==> config.mk <==
export PLATFORM = sky130hd
export DESIGN_NAME = occupancy_cell_pooling
export DESIGN_NICKNAME = d
export VERILOG_FILES = /design/src/hdl/ocp_pkg.sv /design/src/hdl/occupancy_cell_pooling.sv /design/src/hdl/ocp_ram.sv /design/src/hdl/ocp_scan.sv /design/src/hdl/ocp_ofifo.sv
export VERILOG_INCLUDE_DIRS = /design/src /design/src/hdl
export SDC_FILE = /design/constraint.sdc
export NUM_CORES = 2
export LEC_CHECK = 0
export BUFFER_PORTS_ARGS = -buffer_cell sky130_fd_sc_hd__buf_2
export CORE_MARGIN = 1
export CORE_UTILIZATION = 52
export DETAILED_ROUTE_END_ITERATION = 10
export PLACE_DENSITY = 0.64
export SLEW_MARGIN = 10
export SYNTH_ARGS = -nofsm -noshare
export SYNTH_HDL_FRONTEND = slang
export SYNTH_HIERARCHICAL = 1
export SYNTH_SLANG_ARGS = --single-unit
==> constraint.sdc <==
create_clock -name clk -period 91.3 [get_ports clk]
set_clock_uncertainty 0.05 [all_clocks]
set_input_delay 27.39 -clock clk [delete_from_list [all_inputs] [get_ports clk]]
set_output_delay 27.39 -clock clk [all_outputs]
set_load 0.03 [all_outputs]
==> src/hdl/occupancy_cell_pooling_assert.svh <==
// Assertion macros for the occupancy cell pooling block.
// Expects clk and rst_n in the scope of use.
`ifndef OCCUPANCY_CELL_POOLING_ASSERT_SVH
`define OCCUPANCY_CELL_POOLING_ASSERT_SVH

// Condition holds at every clock edge out of reset.
`define OCP_CHECK(label, cond) \
  label: assert property (@(posedge clk) disable iff (!rst_n) (cond)) \
    else $error("occupancy_cell_pooling: check failed");

// Trigger implies the consequence in the next cycle.
`define OCP_CHECK_NEXT(label, trig, cons) \
  label: assert property (@(posedge clk) disable iff (!rst_n) (trig) |=> (cons)) \
    else $error("occupancy_cell_pooling: sequence check failed");

`endif

==> src/hdl/ocp_pkg.sv <==
// Shared types and constants for the occupancy cell pooling block.
// No dependencies.
`timescale 1ns / 1ps
`default_nettype none

package ocp_pkg;

  localparam int MAX_WIDTH_DEF = 1024;
  localparam int MAX_HEIGHT    = 1024;
  localparam int MAX_CELL      = 256;

  localparam int CFG_DW = 11;
  localparam int CFG_IW = 2;

  localparam logic [CFG_IW-1:0] CFG_IMAGE_WIDTH  = 2'd0;
  localparam logic [CFG_IW-1:0] CFG_IMAGE_HEIGHT = 2'd1;
  localparam logic [CFG_IW-1:0] CFG_CELL_SIZE    = 2'd2;

  localparam logic [10:0] RST_IMAGE_WIDTH  = 11'd640;
  localparam logic [10:0] RST_IMAGE_HEIGHT = 11'd480;
  localparam logic [8:0]  RST_CELL_SIZE    = 9'd8;

  localparam int OFIFO_DEPTH = 4;
  localparam int OFIFO_AW    = $clog2(OFIFO_DEPTH);
  localparam int OFIFO_LW    = $clog2(OFIFO_DEPTH + 1);

  typedef struct packed {
    logic [9:0] cell_x;
    logic [9:0] cell_y;
    logic       occupied;
    logic       last_cell;
  } res_t;

  // Per-pixel control carried from the scan stage to the flag update stage.
  typedef struct packed {
    logic       first;
    logic       nz;
    logic       emit;
    logic       last;
    logic [9:0] grid_row;
  } s1_t;

endpackage

`default_nettype wire

==> src/hdl/occupancy_cell_pooling.sv <==
// Occupancy cell pooling: reduces a raster mask stream to one occupancy bit per grid cell.
// One pixel is taken per clock; the flag update stage queues a cell's result with its last
// pixel. One flag per grid column lives in a 1-bit x MAX_WIDTH RAM with a registered read:
// the scan stage reads the column flag, the next stage ORs in the pixel and writes it
// back, with the last write forwarded so neighboring pixels of a cell chain at full rate.
// Results drain through a four-entry queue; the input stalls only while that queue,
// counting a result still in flight, holds more than two entries. The flag RAM needs no
// clearing pass: each cell's first pixel overwrites its flag.
// Depends on ocp_pkg, ocp_scan, ocp_ram, ocp_ofifo, occupancy_cell_pooling_assert.svh.
`timescale 1ns / 1ps
`default_nettype none

`include "occupancy_cell_pooling_assert.svh"

module occupancy_cell_pooling #(
  parameter int MAX_WIDTH = ocp_pkg::MAX_WIDTH_DEF,
  localparam int CW = $clog2(MAX_WIDTH)
) (
  input  wire logic                       clk,
  input  wire logic                       rst_n,
  input  wire logic                       cfg_we,
  input  wire logic [ocp_pkg::CFG_IW-1:0] cfg_index,
  input  wire logic [ocp_pkg::CFG_DW-1:0] cfg_wdata,
  input  wire logic                       in_valid,
  output logic                            in_stall,
  input  wire logic [7:0]                 in_pixel_value,
  output logic                            out_valid,
  input  wire logic                       out_stall,
  output logic      [9:0]                 out_cell_x,
  output logic      [9:0]                 out_cell_y,
  output logic                            out_occupied,
  output logic                            out_last_cell
);

  logic [10:0]   image_width_r;
  logic [10:0]   image_height_r;
  logic [8:0]    cell_size_r;

  logic          in_accept;
  logic [CW-1:0] rd_col;
  logic          s1_valid;
  ocp_pkg::s1_t  s1;
  logic [CW-1:0] s1_col;
  logic          rd_flag;

  logic          lw_valid_r;
  logic [CW-1:0] lw_addr_r;
  logic          lw_data_r;
  logic          old_flag, flag;

  ocp_pkg::res_t                 push_data, out_data;
  logic                          push;
  logic [ocp_pkg::OFIFO_LW-1:0]  fifo_level;

  always_ff @(posedge clk) begin
    if (!rst_n) begin
      image_width_r  <= ocp_pkg::RST_IMAGE_WIDTH;
      image_height_r <= ocp_pkg::RST_IMAGE_HEIGHT;
      cell_size_r    <= ocp_pkg::RST_CELL_SIZE;
    end else if (cfg_we) begin
      case (cfg_index)
        ocp_pkg::CFG_IMAGE_WIDTH:  image_width_r  <= cfg_wdata;
        ocp_pkg::CFG_IMAGE_HEIGHT: image_height_r <= cfg_wdata;
        ocp_pkg::CFG_CELL_SIZE:    cell_size_r    <= cfg_wdata[8:0];
        default: ;
      endcase
    end
  end

  assign in_stall  = (fifo_level + ocp_pkg::OFIFO_LW'(s1_valid && s1.emit))
                     > ocp_pkg::OFIFO_LW'(ocp_pkg::OFIFO_DEPTH - 2);
  assign in_accept = in_valid && !in_stall;

  ocp_scan #(.MAX_WIDTH(MAX_WIDTH)) u_scan (
    .clk          (clk),
    .rst_n        (rst_n),
    .accept       (in_accept),
    .nz           (in_pixel_value != 8'd0),
    .image_width  (image_width_r),
    .image_height (image_height_r),
    .cell_size    (cell_size_r),
    .rd_col       (rd_col),
    .s1_valid_r   (s1_valid),
    .s1_r         (s1),
    .s1_col_r     (s1_col)
  );

  ocp_ram #(.WIDTH(1), .DEPTH(MAX_WIDTH)) u_flags (
    .clk   (clk),
    .we    (s1_valid),
    .waddr (s1_col),
    .wdata (flag),
    .re    (in_accept),
    .raddr (rd_col),
    .rdata (rd_flag)
  );

  // Last write forwarded: covers a read issued in the same cycle as the write.
  assign old_flag = (lw_valid_r && (lw_addr_r == s1_col)) ? lw_data_r : rd_flag;
  assign flag     = s1.first ? s1.nz : (old_flag || s1.nz);

  always_ff @(posedge clk) begin
    if (!rst_n) begin
      lw_valid_r <= 1'b0;
    end else if (s1_valid) begin
      lw_valid_r <= 1'b1;
    end
  end

  always_ff @(posedge clk) begin
    if (s1_valid) begin
      lw_addr_r <= s1_col;
      lw_data_r <= flag;
    end
  end

  assign push                = s1_valid && s1.emit;
  assign push_data.cell_x    = 10'(s1_col);
  assign push_data.cell_y    = s1.grid_row;
  assign push_data.occupied  = flag;
  assign push_data.last_cell = s1.last;

  ocp_ofifo u_ofifo (
    .clk       (clk),
    .rst_n     (rst_n),
    .push      (push),
    .push_data (push_data),
    .out_stall (out_stall),
    .out_valid (out_valid),
    .out_data  (out_data),
    .level     (fifo_level)
  );

  assign out_cell_x    = out_data.cell_x;
  assign out_cell_y    = out_data.cell_y;
  assign out_occupied  = out_data.occupied;
  assign out_last_cell = out_data.last_cell;

  `OCP_CHECK(a_s1_follows_accept, !s1_valid || $past(in_accept))
  `OCP_CHECK(a_queue_bounded, fifo_level <= ocp_pkg::OFIFO_LW'(ocp_pkg::OFIFO_DEPTH))
  `OCP_CHECK_NEXT(a_result_queued, push, fifo_level != '0)

endmodule

`default_nettype wire

==> src/hdl/ocp_ram.sv <==
// Generic single-port-write, single-port-read RAM with registered read.
// No dependencies.
`timescale 1ns / 1ps
`default_nettype none

module ocp_ram #(
  parameter int WIDTH = 1,
  parameter int DEPTH = 1024,
  localparam int AW = $clog2(DEPTH)
) (
  input  wire logic             clk,
  input  wire logic             we,
  input  wire logic [AW-1:0]    waddr,
  input  wire logic [WIDTH-1:0] wdata,
  input  wire logic             re,
  input  wire logic [AW-1:0]    raddr,
  output logic      [WIDTH-1:0] rdata
);

  logic [WIDTH-1:0] mem [DEPTH];

  always_ff @(posedge clk) begin
    if (we) begin
      mem[waddr] <= wdata;
    end
    if (re) begin
      rdata <= mem[raddr];
    end
  end

endmodule

`default_nettype wire

==> src/hdl/ocp_scan.sv <==
// Raster scan counters: pixel, in-cell and grid positions, cell end detection.
// Depends on ocp_pkg.
`timescale 1ns / 1ps
`default_nettype none

module ocp_scan #(
  parameter int MAX_WIDTH = ocp_pkg::MAX_WIDTH_DEF,
  localparam int CW = $clog2(MAX_WIDTH)
) (
  input  wire logic         clk,
  input  wire logic         rst_n,
  input  wire logic         accept,
  input  wire logic         nz,
  input  wire logic [10:0]  image_width,
  input  wire logic [10:0]  image_height,
  input  wire logic [8:0]   cell_size,
  output logic      [CW-1:0] rd_col,
  output logic              s1_valid_r,
  output ocp_pkg::s1_t      s1_r,
  output logic      [CW-1:0] s1_col_r
);

  localparam int EW = (CW + 1 > 11) ? CW + 1 : 11;

  logic [CW-1:0] pcol_r, pcol_nxt;
  logic [9:0]    prow_r, prow_nxt;
  logic [7:0]    cic_r, cic_nxt;
  logic [7:0]    ric_r, ric_nxt;
  logic [CW-1:0] gcol_r, gcol_nxt;
  logic [9:0]    grow_r, grow_nxt;

  logic [EW-1:0] w_ext;
  logic [CW-1:0] w_m1;
  logic [9:0]    h_m1;
  logic [7:0]    cs_m1;
  logic          row_end, frame_end, cell_col_end, cell_row_end;

  assign w_ext = EW'(image_width);

  always_comb begin
    if (image_width == 11'd0) begin
      w_m1 = '0;
    end else if (w_ext > EW'(MAX_WIDTH)) begin
      w_m1 = CW'(MAX_WIDTH - 1);
    end else begin
      w_m1 = CW'(w_ext - EW'(1));
    end
    if (image_height == 11'd0) begin
      h_m1 = '0;
    end else if (image_height > 11'(ocp_pkg::MAX_HEIGHT)) begin
      h_m1 = 10'(ocp_pkg::MAX_HEIGHT - 1);
    end else begin
      h_m1 = 10'(image_height - 11'd1);
    end
    if (cell_size == 9'd0) begin
      cs_m1 = '0;
    end else if (cell_size > 9'(ocp_pkg::MAX_CELL)) begin
      cs_m1 = 8'(ocp_pkg::MAX_CELL - 1);
    end else begin
      cs_m1 = 8'(cell_size - 9'd1);
    end
  end

  assign row_end      = pcol_r >= w_m1;
  assign frame_end    = prow_r >= h_m1;
  assign cell_col_end = row_end || (cic_r >= cs_m1);
  assign cell_row_end = frame_end || (ric_r >= cs_m1);
  assign rd_col       = gcol_r;

  always_comb begin
    pcol_nxt = pcol_r;
    prow_nxt = prow_r;
    cic_nxt  = cic_r;
    ric_nxt  = ric_r;
    gcol_nxt = gcol_r;
    grow_nxt = grow_r;
    if (accept) begin
      if (row_end) begin
        pcol_nxt = '0;
        cic_nxt  = '0;
        gcol_nxt = '0;
        if (frame_end) begin
          prow_nxt = '0;
          ric_nxt  = '0;
          grow_nxt = '0;
        end else begin
          prow_nxt = prow_r + 10'd1;
          if (cell_row_end) begin
            ric_nxt  = '0;
            grow_nxt = grow_r + 10'd1;
          end else begin
            ric_nxt = ric_r + 8'd1;
          end
        end
      end else begin
        pcol_nxt = pcol_r + CW'(1);
        if (cell_col_end) begin
          cic_nxt  = '0;
          gcol_nxt = gcol_r + CW'(1);
        end else begin
          cic_nxt = cic_r + 8'd1;
        end
      end
    end
  end

  always_ff @(posedge clk) begin
    if (!rst_n) begin
      pcol_r     <= '0;
      prow_r     <= '0;
      cic_r      <= '0;
      ric_r      <= '0;
      gcol_r     <= '0;
      grow_r     <= '0;
      s1_valid_r <= 1'b0;
    end else begin
      pcol_r     <= pcol_nxt;
      prow_r     <= prow_nxt;
      cic_r      <= cic_nxt;
      ric_r      <= ric_nxt;
      gcol_r     <= gcol_nxt;
      grow_r     <= grow_nxt;
      s1_valid_r <= accept;
    end
  end

  always_ff @(posedge clk) begin
    if (accept) begin
      s1_r.first    <= (ric_r == 8'd0) && (cic_r == 8'd0);
      s1_r.nz       <= nz;
      s1_r.emit     <= cell_col_end && cell_row_end;
      s1_r.last     <= row_end && frame_end;
      s1_r.grid_row <= grow_r;
      s1_col_r      <= gcol_r;
    end
  end

endmodule

`default_nettype wire

==> src/hdl/ocp_ofifo.sv <==
// Small result queue between the flag update stage and the output channel.
// Depends on ocp_pkg.
`timescale 1ns / 1ps
`default_nettype none

module ocp_ofifo (
  input  wire logic                      clk,
  input  wire logic                      rst_n,
  input  wire logic                      push,
  input  wire ocp_pkg::res_t             push_data,
  input  wire logic                      out_stall,
  output logic                           out_valid,
  output ocp_pkg::res_t                  out_data,
  output logic [ocp_pkg::OFIFO_LW-1:0]   level
);

  ocp_pkg::res_t                   mem_r [ocp_pkg::OFIFO_DEPTH];
  logic [ocp_pkg::OFIFO_AW-1:0]    wr_ptr_r, rd_ptr_r;
  logic [ocp_pkg::OFIFO_LW-1:0]    level_r, level_nxt;
  logic                            pop;

  assign out_valid = level_r != '0;
  assign out_data  = mem_r[rd_ptr_r];
  assign pop       = out_valid && !out_stall;
  assign level     = level_r;

  always_comb begin
    level_nxt = level_r;
    if (push && !pop) begin
      level_nxt = level_r + ocp_pkg::OFIFO_LW'(1);
    end else if (pop && !push) begin
      level_nxt = level_r - ocp_pkg::OFIFO_LW'(1);
    end
  end

  always_ff @(posedge clk) begin
    if (!rst_n) begin
      wr_ptr_r <= '0;
      rd_ptr_r <= '0;
      level_r  <= '0;
    end else begin
      level_r <= level_nxt;
      if (push) begin
        wr_ptr_r <= wr_ptr_r + ocp_pkg::OFIFO_AW'(1);
      end
      if (pop) begin
        rd_ptr_r <= rd_ptr_r + ocp_pkg::OFIFO_AW'(1);
      end
    end
  end

  always_ff @(posedge clk) begin
    if (push) begin
      mem_r[wr_ptr_r] <= push_data;
    end
  end

endmodule

`default_nettype wire

==> metrics.txt <==
# TYPE chip_impl_metric gauge
chip_impl_metric{name="worstPathRequired",unit="ns"} 63.86
chip_impl_metric{name="power.static_leakage",unit="nW"} 17.61
chip_impl_metric{name="timing.final.setup_violations",unit=""} 0
chip_impl_metric{name="cts_setup_buffers",unit=""} 0
chip_impl_metric{name="maxSlewViolCount",unit=""} 0
chip_impl_metric{name="max-cap-violations",unit=""} 0
chip_impl_info{name="yosys_top_cell_by_area",value="edfxtp_1"} 1
chip_impl_metric{name="pin_count_of_the_biggest_net_entering_global_routing",unit=""} 259
chip_impl_metric{name="timing.final.hold_violations",unit=""} 0
chip_impl_info{name="critical_path.reg2reg.endpoint",value="u_flags/rdata$_DFFE_PP_"} 1
chip_impl_metric{name="placement_rows",unit=""} 119
chip_impl_metric{name="cts.sinks",unit=""} 1246
chip_impl_metric{name="ctsHoldBuffers",unit=""} 0
chip_impl_info{name="hold_path_startpoint",value="image_height_r[3]$_SDFFE_PN0P_"} 1
chip_impl_metric{name="tns",unit="ns"} 0
chip_impl_info{name="tritoncts_clock_tree",value="yes"} 1
chip_impl_metric{name="critical_path.max_fanout",unit=""} 45
chip_impl_metric{name="grt_remaining_overflow",unit=""} 0
chip_impl_metric{name="layout.filler_cells",unit=""} 8423
chip_impl_metric{name="routed_wirelength",unit="um"} 140000
chip_impl_metric{name="drt-wirelength-per-cell",unit="um"} 25.67
chip_impl_metric{name="route.vias.total",unit=""} 34040
chip_impl_metric{name="ys_types",unit=""} 81
chip_impl_metric{name="synth_seq_cells",unit=""} 1246
chip_impl_metric{name="antenna_found_initial",unit=""} 4
chip_impl_info{name="synth_top_cells_by_area",value="edfxtp_1 (63%), mux4_2 (9.0%), nor2_1 (7.3%)"} 1
chip_impl_metric{name="worst_ep_arrival",unit="ns"} 2.70
chip_impl_metric{name="synth_edf_count",unit=""} 1148
chip_impl_metric{name="final.period_utilization",unit="%"} 33.01
chip_impl_metric{name="core",unit="um^2"} 105100
chip_impl_metric{name="gpl.final_weighted_congestion",unit=""} 0.7851
chip_impl_metric{name="yosysWarningCount",unit=""} 6
chip_impl_info{name="status",value="completed"} 1
chip_impl_metric{name="post_route_cells_drive_above_1_share",unit="%"} 14.81
chip_impl_metric{name="power_per_cell_area",unit="nW/um^2"} 19.96
chip_impl_metric{name="clock_insertion_delay_worst_skew",unit="ns"} 0.74
chip_impl_metric{name="synth_cells",unit=""} 4037
chip_impl_metric{name="grt_pass1_vias",unit=""} 32480
chip_impl_metric{name="synth_area_per_cell",unit="um^2"} 13.65
chip_impl_metric{name="numCtsBuffers",unit=""} 133
chip_impl_metric{name="die_outline_area",unit="um^2"} 107300
chip_impl_info{name="synth_common_cells",value="edfxtp_1 (1148), nor2_1 (1074), mux4_2 (220)"} 1
chip_impl_metric{name="relSlewSlack",unit="%"} 15.69
chip_impl_metric{name="mapped_nets",unit=""} 4118
chip_impl_metric{name="finish.net_count",unit=""} 4045
chip_impl_info{name="cts_root_buffer",value="clkbuf_16"} 1
chip_impl_metric{name="grt_util_all_layers",unit="%"} 26.11
chip_impl_metric{name="io_buffers",unit=""} 49
chip_impl_info{name="hold_path_class",value="register to register"} 1
chip_impl_metric{name="first_pass_grt_wire_length",unit="um"} 206500
chip_impl_info{name="critical_path.reg2reg.startpoint",value="u_scan/rd_col[0]$_SDFFE_PN0P_"} 1
chip_impl_metric{name="final_core_util",unit="%"} 57.47
chip_impl_metric{name="ctsResizeCount",unit=""} 0
chip_impl_metric{name="clk_path_buf_depth",unit=""} 3
chip_impl_metric{name="drt_pre_antenna_iters",unit=""} 6
chip_impl_metric{name="finalPower",unit="mW"} 1.206
chip_impl_info{name="crit_path_start_kind",value="register"} 1
chip_impl_metric{name="floorplan.die.width",unit="um"} 327.5
chip_impl_metric{name="floorplan.initialDensity",unit="%"} 52.43
chip_impl_metric{name="r2r_slack",unit="ns"} 85.84
chip_impl_info{name="leading_cell_type_by_number_of_instances_after_synthesis",value="edfxtp_1"} 1
chip_impl_info{name="endpoint_kind",value="output pin"} 1
chip_impl_metric{name="synth_top_area_share",unit="%"} 62.55
chip_impl_metric{name="synth-async-reset-ratio",unit="%"} 0
chip_impl_metric{name="place_hpwl",unit="um"} 73090
chip_impl_metric{name="drt-vias-per-instance",unit=""} 6.244
chip_impl_metric{name="ioPinCount",unit=""} 50
chip_impl_metric{name="synthesis.area",unit="um^2"} 55110
chip_impl_metric{name="htreeDepth",unit=""} 4
chip_impl_info{name="synthFlopType",value="edfxtp_1"} 1
chip_impl_metric{name="rr_worst_depth",unit=""} 9
chip_impl_metric{name="hold_path_depth",unit=""} 2
chip_impl_metric{name="first_iter_violations",unit=""} 3962
chip_impl_info{name="rsz0062_at_grt",value="false"} 1
chip_impl_metric{name="seq_area_frac_synth",unit="%"} 66.11
chip_impl_metric{name="worst_pin_slew",unit="ns"} 1.265
chip_impl_metric{name="die_height",unit="um"} 327.5
chip_impl_metric{name="antenna_violating_nets_post_route",unit=""} 0
chip_impl_metric{name="min_period",unit="ns"} 30.14
chip_impl_metric{name="fmaxAchievable",unit="GHz"} 0.03318
chip_impl_info{name="critical_path_class",value="register to output pin"} 1
chip_impl_metric{name="drc",unit=""} 0
chip_impl_metric{name="clk_pin_slew_worst_paths",unit="ns"} 0.06
chip_impl_metric{name="final_cell_area",unit="um^2"} 60410
chip_impl_info{name="worst_hold_path.endpoint",value="image_height_r[3]$_SDFFE_PN0P_"} 1
chip_impl_info{name="timing.critical_path.from",value="u_scan/s1_valid_r$_SDFF_PN0_"} 1
chip_impl_metric{name="peakVddDrop",unit="V"} 0.00001679
chip_impl_metric{name="area_delta_synth_final",unit="%"} 9.613
chip_impl_metric{name="dpl_cell_area",unit="um^2"} 56320
chip_impl_metric{name="final.hold.worst_slack",unit="ns"} 0.4353
==> layer usage <==
layer,GRT usage (%),share of wire [%],wire (um),up-vias
met5,0,0.030,42,-
met4,9.397,3.4,4785,6
met3,4.445,9.9,13890,293
met2,40.22,46,63880,1573
met1,37.61,41,57370,17360
li1,-,-,-,14810
==> registers in the layout, summed over array words and instances, names as in the netlist, 3 cells and up, named ones only <==
name and flops:
image_width_r 11, u_flags/mem 1024, u_scan/ric_r 8, u_scan/rd_col 10
lw_addr_r 10, cell_size_r 9, u_scan/pcol_r 10, u_scan/s1_r 14
u_scan/cic_r 8, u_scan/grow_r 10, u_ofifo/mem_r 88, image_height_r 11
u_scan/prow_r 10, u_ofifo/level 3, u_scan/s1_col_r 10
==> power by group <==
part           switching (mW)  internal, mW  total [mW]
Combinational          0.0462        0.0207      0.0669
Clock                   0.219         0.289       0.508
Sequential            0.00717         0.623       0.631
==> logic make-up (layout without fill, tap and decap cells) <==
| kind of cell | after synthesis | count (layout) | synth area share, % |
|---|---|---|---|
| flip-flops | 1246 | 1246 | 66.11 |
| other | 0 | 2 | 0 |
| AND/OR/NAND/NOR | 1608 | 1608 | 12.36 |
| XOR/XNOR | 36 | 36 | 0.5721 |
| AO/OA/AOI/OAI | 349 | 349 | 4.291 |
| adder cells (fa/ha/maj) | 56 | 56 | 1.280 |
| multiplexers | 373 | 373 | 12.25 |
| buffers and inverters | 369 | 391 | 3.138 |
==> cells in the final DEF, fill, tap and decap left out, drive strengths merged, types with 17 or more instances in the layout <==
| master | count |
|---|---|
| edfxtp | 1148 |
| mux2i | 134 |
| nand4 | 19 |
| mux4 | 236 |
| nand2b | 19 |
| nor3 | 63 |
| o21ai | 51 |
| a21boi | 21 |
| clkinv | 58 |
| clkbuf | 159 |
| nand2 | 204 |
| xnor2 | 20 |
| a22oi | 17 |
| nor2 | 1074 |
| ha | 54 |
| or3 | 23 |
| o221ai | 49 |
| nor2b | 24 |
| dfxtp | 98 |
| and3 | 18 |
| o22ai | 36 |
| inv | 38 |
| buf | 130 |
| a21oi | 90 |
| nand3 | 75 |
==> metrics by stage <==
step | setup slack (ns) | instances
after floorplan | 39.91 | 4037
final | 61.16 | 5452
after detailed placement | 61.23 | 5220
after global placement | 61.26 | 5220
after global routing | 60.93 | 5450
after CTS | 61.07 | 5450
==> critical path, cell delays in order, from the launching register on <==
cell,delay (ns)
dfxtp_2,0.31
buf_4,0.47
and2_1,0.43
ha_1,0.21
ha_1,0.15
xnor2_1,0.14
nand2_1,0.08
buf_2,0.17
==> layout make-up <==
type | count | area (um^2) | area share, %
Antenna cell | 2 | 5.005 | 0.008285
Clock buffer | 159 | 3457 | 5.723
Inverter | 31 | 116.4 | 0.1926
Timing Repair Buffer | 130 | 903.4 | 1.495
Tap cell | 1391 | 1740 | 2.881
Clock inverter | 71 | 629.4 | 1.042
Multi-Input combinational cell | 2422 | 17110 | 28.32
Sequential cell | 1246 | 36450 | 60.34
==> worst max path at each step <==
| stage | end | cells past startpoint |
|---|---|---|
| final | in_stall | 7 |
| after global routing | in_stall | 7 |
| after CTS | in_stall | 7 |
| after detailed placement | u_scan/rd_col[9]$_SDFFE_PN0P_ | 7 |
| after global placement | u_scan/rd_col[3]$_SDFFE_PN0P_ | 7 |
| after floorplan | lw_data_r$_DFFE_PP_ | 4 |
No activity file was read; power rests on OpenSTA's default activity.
